`config.mk`:
```
export PLATFORM = sky130hd
export DESIGN_NAME = odometer_report_formatter_flat
export DESIGN_NICKNAME = d
export VERILOG_FILES = /design/src/hdl/orf_pkg.sv /design/src/hdl/orf_in_if.sv /design/src/hdl/orf_out_if.sv /design/src/hdl/orf_dpath.sv /design/src/hdl/orf_ctrl.sv /design/src/hdl/odometer_report_formatter.sv /design/src/flat_wrapper.sv
export SDC_FILE = /design/constraint.sdc
export NUM_CORES = 1
export LEC_CHECK = 0
export BUFFER_PORTS_ARGS = -buffer_cell sky130_fd_sc_hd__clkbuf_2
export CORE_MARGIN = 1.5
export CORE_UTILIZATION = 55
export DETAILED_ROUTE_END_ITERATION = 10
export PLACE_DENSITY = 0.68
export REMOVE_ABC_BUFFERS = 1
export SYNTH_ARGS = -nofsm -noshare
export SYNTH_HDL_FRONTEND = slang
export SYNTH_SLANG_ARGS = --single-unit
```
`constraint.sdc`:
```
create_clock -name clk_i -period 8.92 [get_ports clk_i]
set_clock_uncertainty 0.15 [all_clocks]
set_input_delay 1.338 -clock clk_i [delete_from_list [all_inputs] [get_ports clk_i]]
set_output_delay 1.338 -clock clk_i [all_outputs]
set_load 0.02 [all_outputs]
```
`src/hdl/orf_pkg.sv`:
```
`timescale 1ns / 1ps
`default_nettype none

package orf_pkg;

  localparam int VAL_W   = 44;
  localparam int PLACE_W = 4;
  localparam int POS_W   = 4;

  localparam logic [1:0] ACT_TICK   = 2'd0;
  localparam logic [1:0] ACT_SPEED  = 2'd1;
  localparam logic [1:0] ACT_REPORT = 2'd2;

  localparam logic [7:0] SPEED_RESET = 8'd2;

  // readouts at or above these print as all nines
  localparam logic [63:0] DIST_CAP_MM = 64'd10000000000000;
  localparam logic [63:0] TIME_CAP_MS = 64'd10000000000;

  localparam logic [PLACE_W-1:0] PLACE_SPEED_TOP = 4'd2;
  localparam logic [PLACE_W-1:0] PLACE_DIST_TOP  = 4'd12;
  localparam logic [PLACE_W-1:0] PLACE_TIME_TOP  = 4'd9;
  localparam logic [PLACE_W-1:0] PLACE_UNITS     = 4'd0;
  localparam logic [PLACE_W-1:0] PLACE_THOUSANDS = 4'd3;

  typedef enum logic [1:0] {
    NUM_SPEED,
    NUM_DIST,
    NUM_TIME
  } num_sel_e;

  typedef struct packed {
    logic       is_num;
    num_sel_e   sel;
    logic [7:0] ch;
    logic       last;
  } script_t;

  typedef struct packed {
    logic       tick;
    logic       load_speed;
    logic       clear;
    logic       num_load;
    num_sel_e   num_sel;
    logic       num_step;
    logic       num_next;
    logic       out_load;
    logic       out_digit;
    logic [7:0] out_char;
    logic       out_last;
  } cmd_t;

  typedef struct packed {
    logic place_done;
    logic emit_digit;
    logic number_done;
  } status_t;

  function automatic script_t script_item(input logic [POS_W-1:0] pos);
    script_t s;
    s = '{is_num: 1'b0, sel: NUM_SPEED, ch: 8'h20, last: 1'b0};
    case (pos)
      4'd0:  s.ch = 8'h56;
      4'd1:  s.ch = 8'h3D;
      4'd2:  begin
        s.is_num = 1'b1;
        s.sel    = NUM_SPEED;
      end
      4'd3:  s.ch = 8'h20;
      4'd4:  s.ch = 8'h2C;
      4'd5:  s.ch = 8'h44;
      4'd6:  s.ch = 8'h3D;
      4'd7:  begin
        s.is_num = 1'b1;
        s.sel    = NUM_DIST;
      end
      4'd8:  s.ch = 8'h20;
      4'd9:  s.ch = 8'h2C;
      4'd10: s.ch = 8'h54;
      4'd11: s.ch = 8'h3D;
      4'd12: begin
        s.is_num = 1'b1;
        s.sel    = NUM_TIME;
      end
      4'd13: s.ch = 8'h20;
      4'd14: s.ch = 8'h2E;
      4'd15: begin
        s.ch   = 8'h0D;
        s.last = 1'b1;
      end
      default: s.ch = 8'h20;
    endcase
    return s;
  endfunction

  function automatic logic [VAL_W-1:0] pow10(input logic [PLACE_W-1:0] idx);
    logic [VAL_W-1:0] p;
    case (idx)
      4'd0:    p = 44'd1;
      4'd1:    p = 44'd10;
      4'd2:    p = 44'd100;
      4'd3:    p = 44'd1000;
      4'd4:    p = 44'd10000;
      4'd5:    p = 44'd100000;
      4'd6:    p = 44'd1000000;
      4'd7:    p = 44'd10000000;
      4'd8:    p = 44'd100000000;
      4'd9:    p = 44'd1000000000;
      4'd10:   p = 44'd10000000000;
      4'd11:   p = 44'd100000000000;
      4'd12:   p = 44'd1000000000000;
      default: p = 44'd1;
    endcase
    return p;
  endfunction

endpackage

`default_nettype wire

```
`src/hdl/orf_in_if.sv`:
```
`timescale 1ns / 1ps
`default_nettype none

interface orf_in_if;
  logic       valid;
  logic       ready;
  logic [1:0] action;
  logic [7:0] speed_value;

  modport source (output valid, output action, output speed_value, input ready);
  modport sink   (input valid, input action, input speed_value, output ready);
endinterface

`default_nettype wire

```
`src/hdl/orf_out_if.sv`:
```
`timescale 1ns / 1ps
`default_nettype none

interface orf_out_if;
  logic       valid;
  logic       ready;
  logic [7:0] tx_byte;
  logic       last_byte;

  modport source (output valid, output tx_byte, output last_byte, input ready);
  modport sink   (input valid, input tx_byte, input last_byte, output ready);
endinterface

`default_nettype wire

```
`src/hdl/orf_dpath.sv`:
```
`timescale 1ns / 1ps
`default_nettype none

module orf_dpath import orf_pkg::*; #(
  parameter int TIME_BITS = 32,
  parameter int DIST_BITS = 48
) (
  input  logic       clk_i,
  input  logic       rst_ni,
  input  cmd_t       cmd_i,
  input  logic [7:0] speed_value_i,
  output status_t    status_o,
  output logic [7:0] tx_byte_o,
  output logic       last_byte_o
);

  logic [7:0]           speed_q;
  logic [TIME_BITS-1:0] ms_q, ms_d;
  logic [DIST_BITS-1:0] dist_q, dist_d;
  logic [DIST_BITS:0]   dist_sum;

  logic [VAL_W-1:0]   val_q, val_d;
  logic [VAL_W-1:0]   pow_cur;
  logic [PLACE_W-1:0] place_q, place_d;
  logic [PLACE_W-1:0] last_place_q, last_place_d;
  logic [3:0]         digit_q, digit_d;
  logic               started_q, started_d;
  logic [63:0]        dist_ext, ms_ext;
  logic               dist_big, ms_big;

  logic [7:0] tx_q;
  logic       last_q;

  assign dist_sum = {1'b0, dist_q} + (DIST_BITS+1)'(speed_q);
  assign dist_ext = 64'(dist_q);
  assign ms_ext   = 64'(ms_q);
  assign dist_big = dist_ext >= DIST_CAP_MM;
  assign ms_big   = ms_ext >= TIME_CAP_MS;
  assign pow_cur  = pow10(place_q);

  assign status_o.place_done  = val_q < pow_cur;
  assign status_o.number_done = place_q == last_place_q;
  assign status_o.emit_digit  = (digit_q != 4'd0) || started_q || (place_q == last_place_q);

  // saturating counters
  always_comb begin
    ms_d   = ms_q;
    dist_d = dist_q;
    if (cmd_i.tick) begin
      if (ms_q != '1) begin
        ms_d = ms_q + 1'b1;
      end
      dist_d = dist_sum[DIST_BITS] ? '1 : dist_sum[DIST_BITS-1:0];
    end else if (cmd_i.clear) begin
      ms_d   = '0;
      dist_d = '0;
    end
  end

  // one subtraction of the current power of ten per cycle
  always_comb begin
    val_d        = val_q;
    place_d      = place_q;
    last_place_d = last_place_q;
    digit_d      = digit_q;
    started_d    = started_q;
    if (cmd_i.num_load) begin
      digit_d   = 4'd0;
      started_d = 1'b0;
      case (cmd_i.num_sel)
        NUM_DIST: begin
          val_d        = dist_big ? VAL_W'(DIST_CAP_MM - 64'd1) : dist_ext[VAL_W-1:0];
          place_d      = PLACE_DIST_TOP;
          last_place_d = PLACE_THOUSANDS;
        end
        NUM_TIME: begin
          val_d        = ms_big ? VAL_W'(TIME_CAP_MS - 64'd1) : ms_ext[VAL_W-1:0];
          place_d      = PLACE_TIME_TOP;
          last_place_d = PLACE_THOUSANDS;
        end
        default: begin
          val_d        = VAL_W'(speed_q);
          place_d      = PLACE_SPEED_TOP;
          last_place_d = PLACE_UNITS;
        end
      endcase
    end else if (cmd_i.num_step) begin
      val_d   = val_q - pow_cur;
      digit_d = digit_q + 4'd1;
    end else if (cmd_i.num_next) begin
      place_d   = place_q - 1'b1;
      digit_d   = 4'd0;
      started_d = started_q | status_o.emit_digit;
    end
  end

  always_ff @(posedge clk_i or negedge rst_ni) begin
    if (!rst_ni) begin
      speed_q <= SPEED_RESET;
      ms_q    <= '0;
      dist_q  <= '0;
    end else begin
      if (cmd_i.load_speed) begin
        speed_q <= speed_value_i;
      end
      ms_q   <= ms_d;
      dist_q <= dist_d;
    end
  end

  always_ff @(posedge clk_i) begin
    val_q        <= val_d;
    place_q      <= place_d;
    last_place_q <= last_place_d;
    digit_q      <= digit_d;
    started_q    <= started_d;
    if (cmd_i.out_load) begin
      tx_q   <= cmd_i.out_digit ? (8'h30 | {4'd0, digit_q}) : cmd_i.out_char;
      last_q <= cmd_i.out_last;
    end
  end

  assign tx_byte_o   = tx_q;
  assign last_byte_o = last_q;

endmodule

`default_nettype wire

```
`src/hdl/orf_ctrl.sv`:
```
`timescale 1ns / 1ps
`default_nettype none

module orf_ctrl import orf_pkg::*; (
  input  logic       clk_i,
  input  logic       rst_ni,
  input  logic       in_valid_i,
  input  logic [1:0] action_i,
  output logic       in_ready_o,
  output logic       out_valid_o,
  input  logic       out_ready_i,
  input  status_t    status_i,
  output cmd_t       cmd_o
);

  typedef enum logic [1:0] {
    S_IDLE,
    S_PUT,
    S_CONV
  } state_e;

  state_e           state_q, state_d;
  logic [POS_W-1:0] pos_q, pos_d;
  logic             out_valid_q, out_valid_d;
  logic             slot_free;
  script_t          item;

  assign slot_free = !out_valid_q || out_ready_i;
  assign item      = script_item(pos_q);

  always_comb begin
    cmd_o       = '0;
    state_d     = state_q;
    pos_d       = pos_q;
    out_valid_d = out_valid_q && !out_ready_i;
    case (state_q)
      S_IDLE: begin
        if (in_valid_i) begin
          case (action_i)
            ACT_TICK:   cmd_o.tick = 1'b1;
            ACT_SPEED:  cmd_o.load_speed = 1'b1;
            ACT_REPORT: begin
              state_d = S_PUT;
              pos_d   = '0;
            end
            default: ;
          endcase
        end
      end
      S_PUT: begin
        if (item.is_num) begin
          cmd_o.num_load = 1'b1;
          cmd_o.num_sel  = item.sel;
          state_d        = S_CONV;
        end else if (slot_free) begin
          cmd_o.out_load = 1'b1;
          cmd_o.out_char = item.ch;
          cmd_o.out_last = item.last;
          out_valid_d    = 1'b1;
          if (item.last) begin
            cmd_o.clear = 1'b1;
            state_d     = S_IDLE;
          end else begin
            pos_d = pos_q + 1'b1;
          end
        end
      end
      S_CONV: begin
        if (!status_i.place_done) begin
          cmd_o.num_step = 1'b1;
        end else if (!status_i.emit_digit) begin
          // leading zero
          cmd_o.num_next = 1'b1;
        end else if (slot_free) begin
          cmd_o.out_load  = 1'b1;
          cmd_o.out_digit = 1'b1;
          out_valid_d     = 1'b1;
          if (status_i.number_done) begin
            pos_d   = pos_q + 1'b1;
            state_d = S_PUT;
          end else begin
            cmd_o.num_next = 1'b1;
          end
        end
      end
      default: state_d = S_IDLE;
    endcase
  end

  always_ff @(posedge clk_i or negedge rst_ni) begin
    if (!rst_ni) begin
      state_q     <= S_IDLE;
      pos_q       <= '0;
      out_valid_q <= 1'b0;
    end else begin
      state_q     <= state_d;
      pos_q       <= pos_d;
      out_valid_q <= out_valid_d;
    end
  end

  assign in_ready_o  = state_q == S_IDLE;
  assign out_valid_o = out_valid_q;

  a_no_overwrite: assert property (@(posedge clk_i) disable iff (!rst_ni)
    cmd_o.out_load |-> (!out_valid_q || out_ready_i))
    else $error("output word overwritten while stalled");

  a_report_start: assert property (@(posedge clk_i) disable iff (!rst_ni)
    (in_valid_i && in_ready_o && action_i == ACT_REPORT) |=> (state_q == S_PUT && pos_q == '0))
    else $error("report did not start at first character");

  a_last_ends: assert property (@(posedge clk_i) disable iff (!rst_ni)
    (cmd_o.out_load && cmd_o.out_last) |=> (state_q == S_IDLE && out_valid_q))
    else $error("last word did not end the report");

  a_step_legal: assert property (@(posedge clk_i) disable iff (!rst_ni)
    cmd_o.num_step |-> (state_q == S_CONV && !status_i.place_done))
    else $error("subtraction past the current place");

endmodule

`default_nettype wire

```
`src/hdl/odometer_report_formatter.sv`:
```
// tick and speed words are acted on when accepted; a new word is accepted on the next cycle
// a report sends each literal character and loads each number; per decimal place
// it subtracts the power of ten once per unit of the digit, then sends the digit,
// which is skipped if it is a leading zero
// async active-low reset: speed 2, millisecond and distance counters zero, idle
`timescale 1ns / 1ps
`default_nettype none

module odometer_report_formatter import orf_pkg::*; #(
  parameter int TIME_BITS = 32,
  parameter int DIST_BITS = 48
) (
  input  logic       clk_i,
  input  logic       rst_ni,
  orf_in_if.sink     in_i,
  orf_out_if.source  out_o
);

  cmd_t    cmd;
  status_t status;

  orf_ctrl u_ctrl (
    .clk_i       (clk_i),
    .rst_ni      (rst_ni),
    .in_valid_i  (in_i.valid),
    .action_i    (in_i.action),
    .in_ready_o  (in_i.ready),
    .out_valid_o (out_o.valid),
    .out_ready_i (out_o.ready),
    .status_i    (status),
    .cmd_o       (cmd)
  );

  orf_dpath #(
    .TIME_BITS (TIME_BITS),
    .DIST_BITS (DIST_BITS)
  ) u_dpath (
    .clk_i         (clk_i),
    .rst_ni        (rst_ni),
    .cmd_i         (cmd),
    .speed_value_i (in_i.speed_value),
    .status_o      (status),
    .tx_byte_o     (out_o.tx_byte),
    .last_byte_o   (out_o.last_byte)
  );

endmodule

`default_nettype wire
```
`src/flat_wrapper.sv`:
```
// flat-port wrapper written by rule: the top's interface ports become plain ports
module odometer_report_formatter_flat import orf_pkg::*;
#(
  parameter int TIME_BITS = 32,
  parameter int DIST_BITS = 48
)
  (clk_i, rst_ni, in_i_valid, in_i_action, in_i_speed_value, in_i_ready, out_o_valid, out_o_tx_byte, out_o_last_byte, out_o_ready);
  orf_in_if in_i_i ();
  orf_out_if out_o_i ();
  input  logic clk_i;
  input  logic rst_ni;
  input wire logic [$bits(in_i_i.valid)-1:0] in_i_valid;
  input wire logic [$bits(in_i_i.action)-1:0] in_i_action;
  input wire logic [$bits(in_i_i.speed_value)-1:0] in_i_speed_value;
  output wire logic [$bits(in_i_i.ready)-1:0] in_i_ready;
  output wire logic [$bits(out_o_i.valid)-1:0] out_o_valid;
  output wire logic [$bits(out_o_i.tx_byte)-1:0] out_o_tx_byte;
  output wire logic [$bits(out_o_i.last_byte)-1:0] out_o_last_byte;
  input wire logic [$bits(out_o_i.ready)-1:0] out_o_ready;
  assign in_i_i.valid = in_i_valid;
  assign in_i_i.action = in_i_action;
  assign in_i_i.speed_value = in_i_speed_value;
  assign in_i_ready = in_i_i.ready;
  assign out_o_valid = out_o_i.valid;
  assign out_o_tx_byte = out_o_i.tx_byte;
  assign out_o_last_byte = out_o_i.last_byte;
  assign out_o_i.ready = out_o_ready;
  odometer_report_formatter #(.TIME_BITS(TIME_BITS), .DIST_BITS(DIST_BITS)) u_core (.clk_i(clk_i), .rst_ni(rst_ni), .in_i(in_i_i), .out_o(out_o_i));
endmodule
```
Word level (Yosys, flattened, before mapping). Memories as Yosys holds them, arrays and structs flattened. A register that Yosys moved wholly into a read port is not among the register bits. Index checks and enable logic that the tools add are counted. W data, S select, Z words.

Latch bits: 0. Memory bits (writable): 0. Word-level logic and storage cells: 158. Memories: 1. Input port bits: 14. Output and inout bits: 11. Bits in registers: 160. ROM bits: 640.

Memory list: (no name shown) (depth 16, bits a word 40, read ports 1, clocked after Yosys merged registers in 1, wr ports 0, line orf_pkg.sv:98) `case (idx)`.

Add/sub/neg operators: 6. Divide/modulo/power cells: 0. $lt $le $gt $ge: 3. Equal/unequal tests: 33. Bitwise gates (word level): 4. Shift-type cells: 0. Multiplexer cells: 71. Reduce and logical (&&, ||, !) cells: 25. $mul: 0.

Operators by type and width (number): $mux W48 (3); $mux W44 (3); $mux W32 (3); $pmux W44 S2 (1); $mux W4 (17); $add A48 B8 Y49 (1); $pmux W7 S7 (1); $ge A48 B44 Y1 const B (1); $lt A44 B44 Y1 (1); $sub A44 B44 Y44 (1); $ge A32 B34 Y1 const B (1); $mux W34 (1); $add A32 B1 Y32 const B (1); $ne A32 B32 Y1 const B (1); $mux W2 (14); $eq A4 B4 Y1 const B (6); $mux W7 (3); $eq A4 B3 Y1 const B (4); $mux W1 (16); $ne A2 B2 Y1 const B (8); $pmux W4 S3 (1); $reduce_and A10 Y1 (1); $mux W3 (3); $pmux W3 S3 (1); other kinds (27) (49).

Logic depth before layout (Yosys ltp).
Depth in word-level cells: 10. Mapped depth: 16. Mapped depth without buffers: 16.

Cells and area by module. From an unflattened synthesis, not the netlist that was laid out.

Cells, all modules: 1442. Area, all modules: 12578.3 µm².

Modules (own cells, without submodules): orf_dpath (cells each 1326, area an instance 11705.0 µm², instances 1, sequential area each 4685.7 µm²); orf_ctrl (cells each 116, area an instance 873.3 µm², instances 1, sequential area each 175.2 µm²).

Least setup slack after synthesis. No wires, ideal clock.

Path type: register to register. Start: register u_core.u_dpath.val_q[0]. End: register u_core.u_dpath.val_q[0] (enable). Period minus slack after synthesis: 3905 ps. Stages on the path, launching flop included: 11. Required time: 8368 ps. Arrival time: 3353 ps. Slack: 5015 ps. Cell sequence: edfxtp_1 > inv_1 > ha_1 > fa_1 > nand2b_1 > a21oi_1 > o2111ai_1 > a2111o_1 > a31oi_4 > o21ai_0 > nand2_1.

Cells in the longest elaborated chain, start to end: 4.

RTL lines: start, declared (line orf_dpath.sv:22) `logic [VAL_W-1:0] val_q, val_d;`; start signal, assigned (line orf_dpath.sv:112) `val_q <= val_d;`; $lt A44 B44 Y1 (line orf_dpath.sv:41) `assign status_o.place_done = val_q < pow_cur;`; $mux W1 (line orf_ctrl.sv:69) `if (!status_i.place_done) begin`; $mux W2 (line orf_ctrl.sv:36) `case (state_q)`; $reduce_bool A2 Y1 (no source line).

No other way between the ends. A chain may end at the register's enable or synchronous reset.

Final worst setup path.
Start: register u_core.u_dpath.val_q[0]. End: register, netlist name u_core.u_dpath.pow_cur[7].

Cells in the longest elaborated chain, start to end: 6. Elaborated cells on any way between the ends: 8. Those cells by class: order compare: 1; eq/ne: 1; mux: 4; reduce/logical: 2.

RTL lines (line): $lt A44 B44 Y1 (*) (orf_dpath.sv:41); $mux W1 / $mux W3 (equally long branches) (orf_ctrl.sv:69); $mux W2 (*) (orf_ctrl.sv:36); $ne A2 B1 Y1 (no source line) / $reduce_bool A2 Y1 (equally long branches); $reduce_and A2 Y1 (no source line) (*); $mux W4 (no source line) (*).

Mark *: on every way between the ends. The rest lies on a longest branch, timed or not.

==> results.md <==
Min path:
- The type of the worst min-delay path is register to register.

CTS:
- Buffers added to address setup during post-CTS repair amount to 0.
- The buffer type at the clock tree root is sky130_fd_sc_hd__clkbuf_16.
- The number of gates resized after CTS was 0.
- The number of buffers inserted during clock tree synthesis is 17.
- The number of hold buffers added after CTS was 0.
- The worst-case clock buffer depth is 2.
- Clock latency on the worst-skew pair, taken at its later pin, is 440 ps.
- The H-tree generated during clock tree synthesis spans 4 levels.
- The clock tree from TritonCTS is yes.
- After clock tree synthesis, the clock-pin slew on the worst setup and hold paths is 80 ps.
- The count of clock tree sinks is 189.

Flow run:
- The tool flagged a number of max-cap violations equal to 0.

Setup path:
- The critical path is of the register to register type.
- The required arrival time at the worst endpoint is 9110 ps.
- The peak fanout along the critical path is 9.
- The data arrival time of the critical path is 4590 ps.
- STA classifies the critical path endpoint as a register.
- STA classifies the critical path startpoint as a register.

Timing:
- After routing, the total negative slack on setup checks comes to 0 ps.
- The worst path needs 4400 ps of the cycle, external delays included.
- Setup violations remaining at the end of the flow were counted as 0.
- In the finished design, the share of the clock period the worst path needs comes to 49.3%.
- The count of final hold-check violations is 0.
- Setup repair after global routing left no endpoint under its margin.
- After layout, the worst setup slack is 4520 ps.
- The final count of pins violating max slew came to 0.
- The tightest hold path in the finished design has a slack of 313 ps.
- The actual slew at the worst max-slew pin is 1130 ps.
- The remaining max-slew budget at the tightest pin is 23.9%.
- For this run, the top clock speed supported by timing is 227 MHz.

Floorplan:
- The initial utilization of the core area, before any placement, comes to 56.7%.
- The boundary pin count is 25.
- The row count is 53.
- The die is 151 um wide.
- The die outline height is 151 um.
- The core outline area is 21,200 um^2.
- The die footprint is 22,800 um^2.

Outcome:
- The flow ran to the end, and the final reports show no timing, DRC or antenna violations.

Power:
- In this run the power density over the cells is 405 nW/um^2.
- IR analysis of the VDD net gives a maximum drop of 0.207 mV.
- The leakage power total is 5.23 nW.

Cells and area:
- Summing all multi-input logic gate instances after layout gives 6660 um^2.
- For this run, the post-layout net count is 1,419.
- The number of antenna diodes is 0.
- Counting the fill cells in the layout gives 1,835.
- Compared with the post-synthesis result, the final layout area differs by 7.86%.
- The sequential standard cell area is 4830 um^2.
- The fraction of final layout cells with drive strength greater than 1 is 7.41%.
- The utilization of the core after routing is 61.2%.

Synthesis:
- The most common flop cell mapped by yosys is sky130_fd_sc_hd__dfrtp_1.
- The count of state elements after synthesis is 189.
- The mean post-synth cell area is 8.97 um^2.
- The number of warnings issued by yosys is 0.
- Synthesis handed over a netlist of 1,342 instances.
- The sequential fraction of the synthesis area is 40.2%.
- The share of flip-flops with an asynchronous set or reset is 50.3%.
- Yosys mapped a number of flops with a built-in enable equal to 57.
- The mapped cell area is 12,000 um^2.
- The unique cell type count in the Yosys netlist is 83.

Route:
- The mean routed wirelength per cell is 19.7 um.
- The residual antenna-violating net count after detailed routing is 0.
- The routed wire length is 32.0 mm.
- The number of optimization iterations in the first detailed-route pass is 5.
- The residual DRC count is 0.
- In the routed layout, each cell is associated on average with a via count of 6.39.
- Detailed routing inserted a total of 10,400 vias.
- The initial detailed-routing violation count is 939.

Global routing:
- Entering global routing, the biggest net connects 73 pins.
- For this run, the total global-route usage over all layers was measured as 29.3%.
- Global routing finished with a remaining overflow of 0.
- The via count of the first global-routing pass came to 9,458.
- The number of antenna violations at the first check in global routing is 0.
- The first global-routing pass estimated 51.2 mm of wire.

Placed design:
- OpenSTA, run right after detailed placement, puts the worst setup slack at 4580 ps.
- The half-perimeter wire length after placement is 23.1 mm.
- The final weighted congestion in routability-driven placement is 0.918.
- Port buffering added 23 buffers.
==> flip-flops by register name, indices dropped and copies added (netlist names) <==
signal                       count
u_core.u_dpath.pow_cur          32
u_core.u_dpath.digit_q           4
u_core.u_dpath.last_place_q      1
u_core.u_dpath.started_q         1
u_core.u_dpath.speed_q           8
u_core.u_dpath.tx_byte_o         7
u_core.u_dpath.val_q            44
u_core.u_ctrl.pos_q              4
u_core.u_dpath.ms_q             32
u_core.u_ctrl.out_valid_o        1
u_core.u_dpath.dist_q           48
u_core.u_dpath.place_q           4
u_core.u_dpath.last_byte_o       1
u_core.u_ctrl.state_q            2
==> cells in the mapped netlist, drive strengths merged (5+ instances only) <==
master / count / area share (%)
a211oi: 16 / 1.0
nor2b: 6 / 0.31
clkbuf: 49 / 1.5
nand2: 102 / 3.2
and3: 28 / 1.5
o31ai: 7 / 0.59
mux2: 11 / 1.0
inv: 85 / 2.7
and2: 8 / 0.44
o21bai: 12 / 0.75
a31oi: 17 / 1.0
a211o: 5 / 0.36
a311oi: 10 / 0.73
mux2i: 7 / 0.58
buf: 8 / 0.38
a221o: 12 / 1.0
xor2: 23 / 1.7
xnor2: 41 / 3.0
nor3: 44 / 1.9
a41oi: 12 / 0.87
a21boi: 6 / 0.37
nor2: 116 / 3.6
dfrtp: 94 / 20
or3: 18 / 0.94
nand2b: 15 / 0.78
nand4: 18 / 0.94
ha: 67 / 7.0
a21oi: 111 / 4.6
a22o: 9 / 0.66
a22oi: 20 / 1.2
o21a: 15 / 0.94
edfxtp: 57 / 14
o21ai: 85 / 3.6
dfxtp: 37 / 6.2
or4: 5 / 0.37
nand3: 43 / 1.9
and4: 7 / 0.53
o221a: 5 / 0.47
a221oi: 10 / 0.73
o211ai: 17 / 1.1
nor4: 13 / 0.73
a21o: 22 / 1.4
==> routing by layer <==
metal  vias up  global-route usage, %  share of wire [%]
li1       4986                      -                  -
met5         -                      0                  0
met1      4982                   45.8                 49
met3        33                   4.25                7.2
met4         0                   7.82                1.4
met2       379                   42.0                 42
==> worst paths after layout <==
path                       slack (ps)                        end  cells after the start                      from
max                              4520  u_core.u_dpath.pow_cur[7]                     15   u_core.u_dpath.val_q[0]
min                               310   u_core.u_dpath.started_q                      2  u_core.u_dpath.started_q
max reg2reg                      4520  u_core.u_dpath.pow_cur[7]                     15   u_core.u_dpath.val_q[0]
min reg2reg                       310   u_core.u_dpath.started_q                      2  u_core.u_dpath.started_q
max in group asynchronous        6760    u_core.u_dpath.ms_q[28]                      2                    rst_ni
min in group asynchronous         620   u_core.u_dpath.dist_q[1]                      1                    rst_ni
==> worst max-delay path, stage by stage, from the launching register on <==
cell and delay [ps]:
sky130_fd_sc_hd__edfxtp_1 330, sky130_fd_sc_hd__inv_1 50, sky130_fd_sc_hd__ha_1 220, sky130_fd_sc_hd__fa_1 400
sky130_fd_sc_hd__nand2b_1 180, sky130_fd_sc_hd__a21oi_1 220, sky130_fd_sc_hd__o2111ai_1 250, sky130_fd_sc_hd__a2111o_1 530
sky130_fd_sc_hd__a31oi_4 350, sky130_fd_sc_hd__nor4_1 100, sky130_fd_sc_hd__o31ai_2 590, sky130_fd_sc_hd__inv_1 220
sky130_fd_sc_hd__ha_1 310, sky130_fd_sc_hd__inv_1 130, sky130_fd_sc_hd__mux2i_1 80, sky130_fd_sc_hd__and2_1 180
==> cell usage in the layout, fill, tap and decap left out, types with 15 or more instances in the layout <==
master and count:
sky130_fd_sc_hd__nand3_1 42, sky130_fd_sc_hd__clkbuf_16 18, sky130_fd_sc_hd__nand2_1 101, sky130_fd_sc_hd__nand4_1 18, sky130_fd_sc_hd__a211oi_1 16, sky130_fd_sc_hd__a31oi_1 16, sky130_fd_sc_hd__nor3_1 42, sky130_fd_sc_hd__a22oi_1 20
sky130_fd_sc_hd__dfxtp_1 37, sky130_fd_sc_hd__a21o_1 22, sky130_fd_sc_hd__edfxtp_1 57, sky130_fd_sc_hd__or3_1 18, sky130_fd_sc_hd__xnor2_1 41, sky130_fd_sc_hd__o211ai_1 17, sky130_fd_sc_hd__clkbuf_2 22, sky130_fd_sc_hd__ha_1 67
sky130_fd_sc_hd__nand2b_1 15, sky130_fd_sc_hd__o21a_1 15, sky130_fd_sc_hd__o21ai_0 84, sky130_fd_sc_hd__and3_1 27, sky130_fd_sc_hd__xor2_1 23, sky130_fd_sc_hd__inv_1 85, sky130_fd_sc_hd__a21oi_1 111, sky130_fd_sc_hd__nor2_1 115
sky130_fd_sc_hd__dfrtp_1 94
==> area by class of cell <==
cell class,count,area share (%)
Timing Repair Buffer,32,1.43
Tap cell,275,2.65
Sequential cell,189,37.2
Clock inverter,13,1.31
Inverter,86,2.49
Clock buffer,19,3.58
Multi-Input combinational cell,1010,51.3
==> logic make-up after synthesis <==
group           after synthesis  synth area share, %
buf+inv                     143                 4.62
other cells                   1               0.0312
mux                          18                 1.61
simple gates                436                 18.0
xor+xnor                     64                 4.66
fa+ha+maj                    69                 7.30
flops                       189                 40.2
compound gates              422                 23.6
==> metrics by stage <==
step                total power, mW  area (um^2)  std cells
floorplan                      3.66        11800       1285
global placement               4.35        12300       1592
detailed placement             4.37        12300       1592
CTS                            5.21        13000       1624
global route                   5.64        13000       1624
finish                         5.26        13000       1624
==> where the power goes <==
group,internal [mW],switching (mW)
combinational,1.18,1.79
clock,0.427,0.377
sequential,1.30,0.182
total,2.91,2.35
Note: power is estimated with default switching activity, not from simulation.
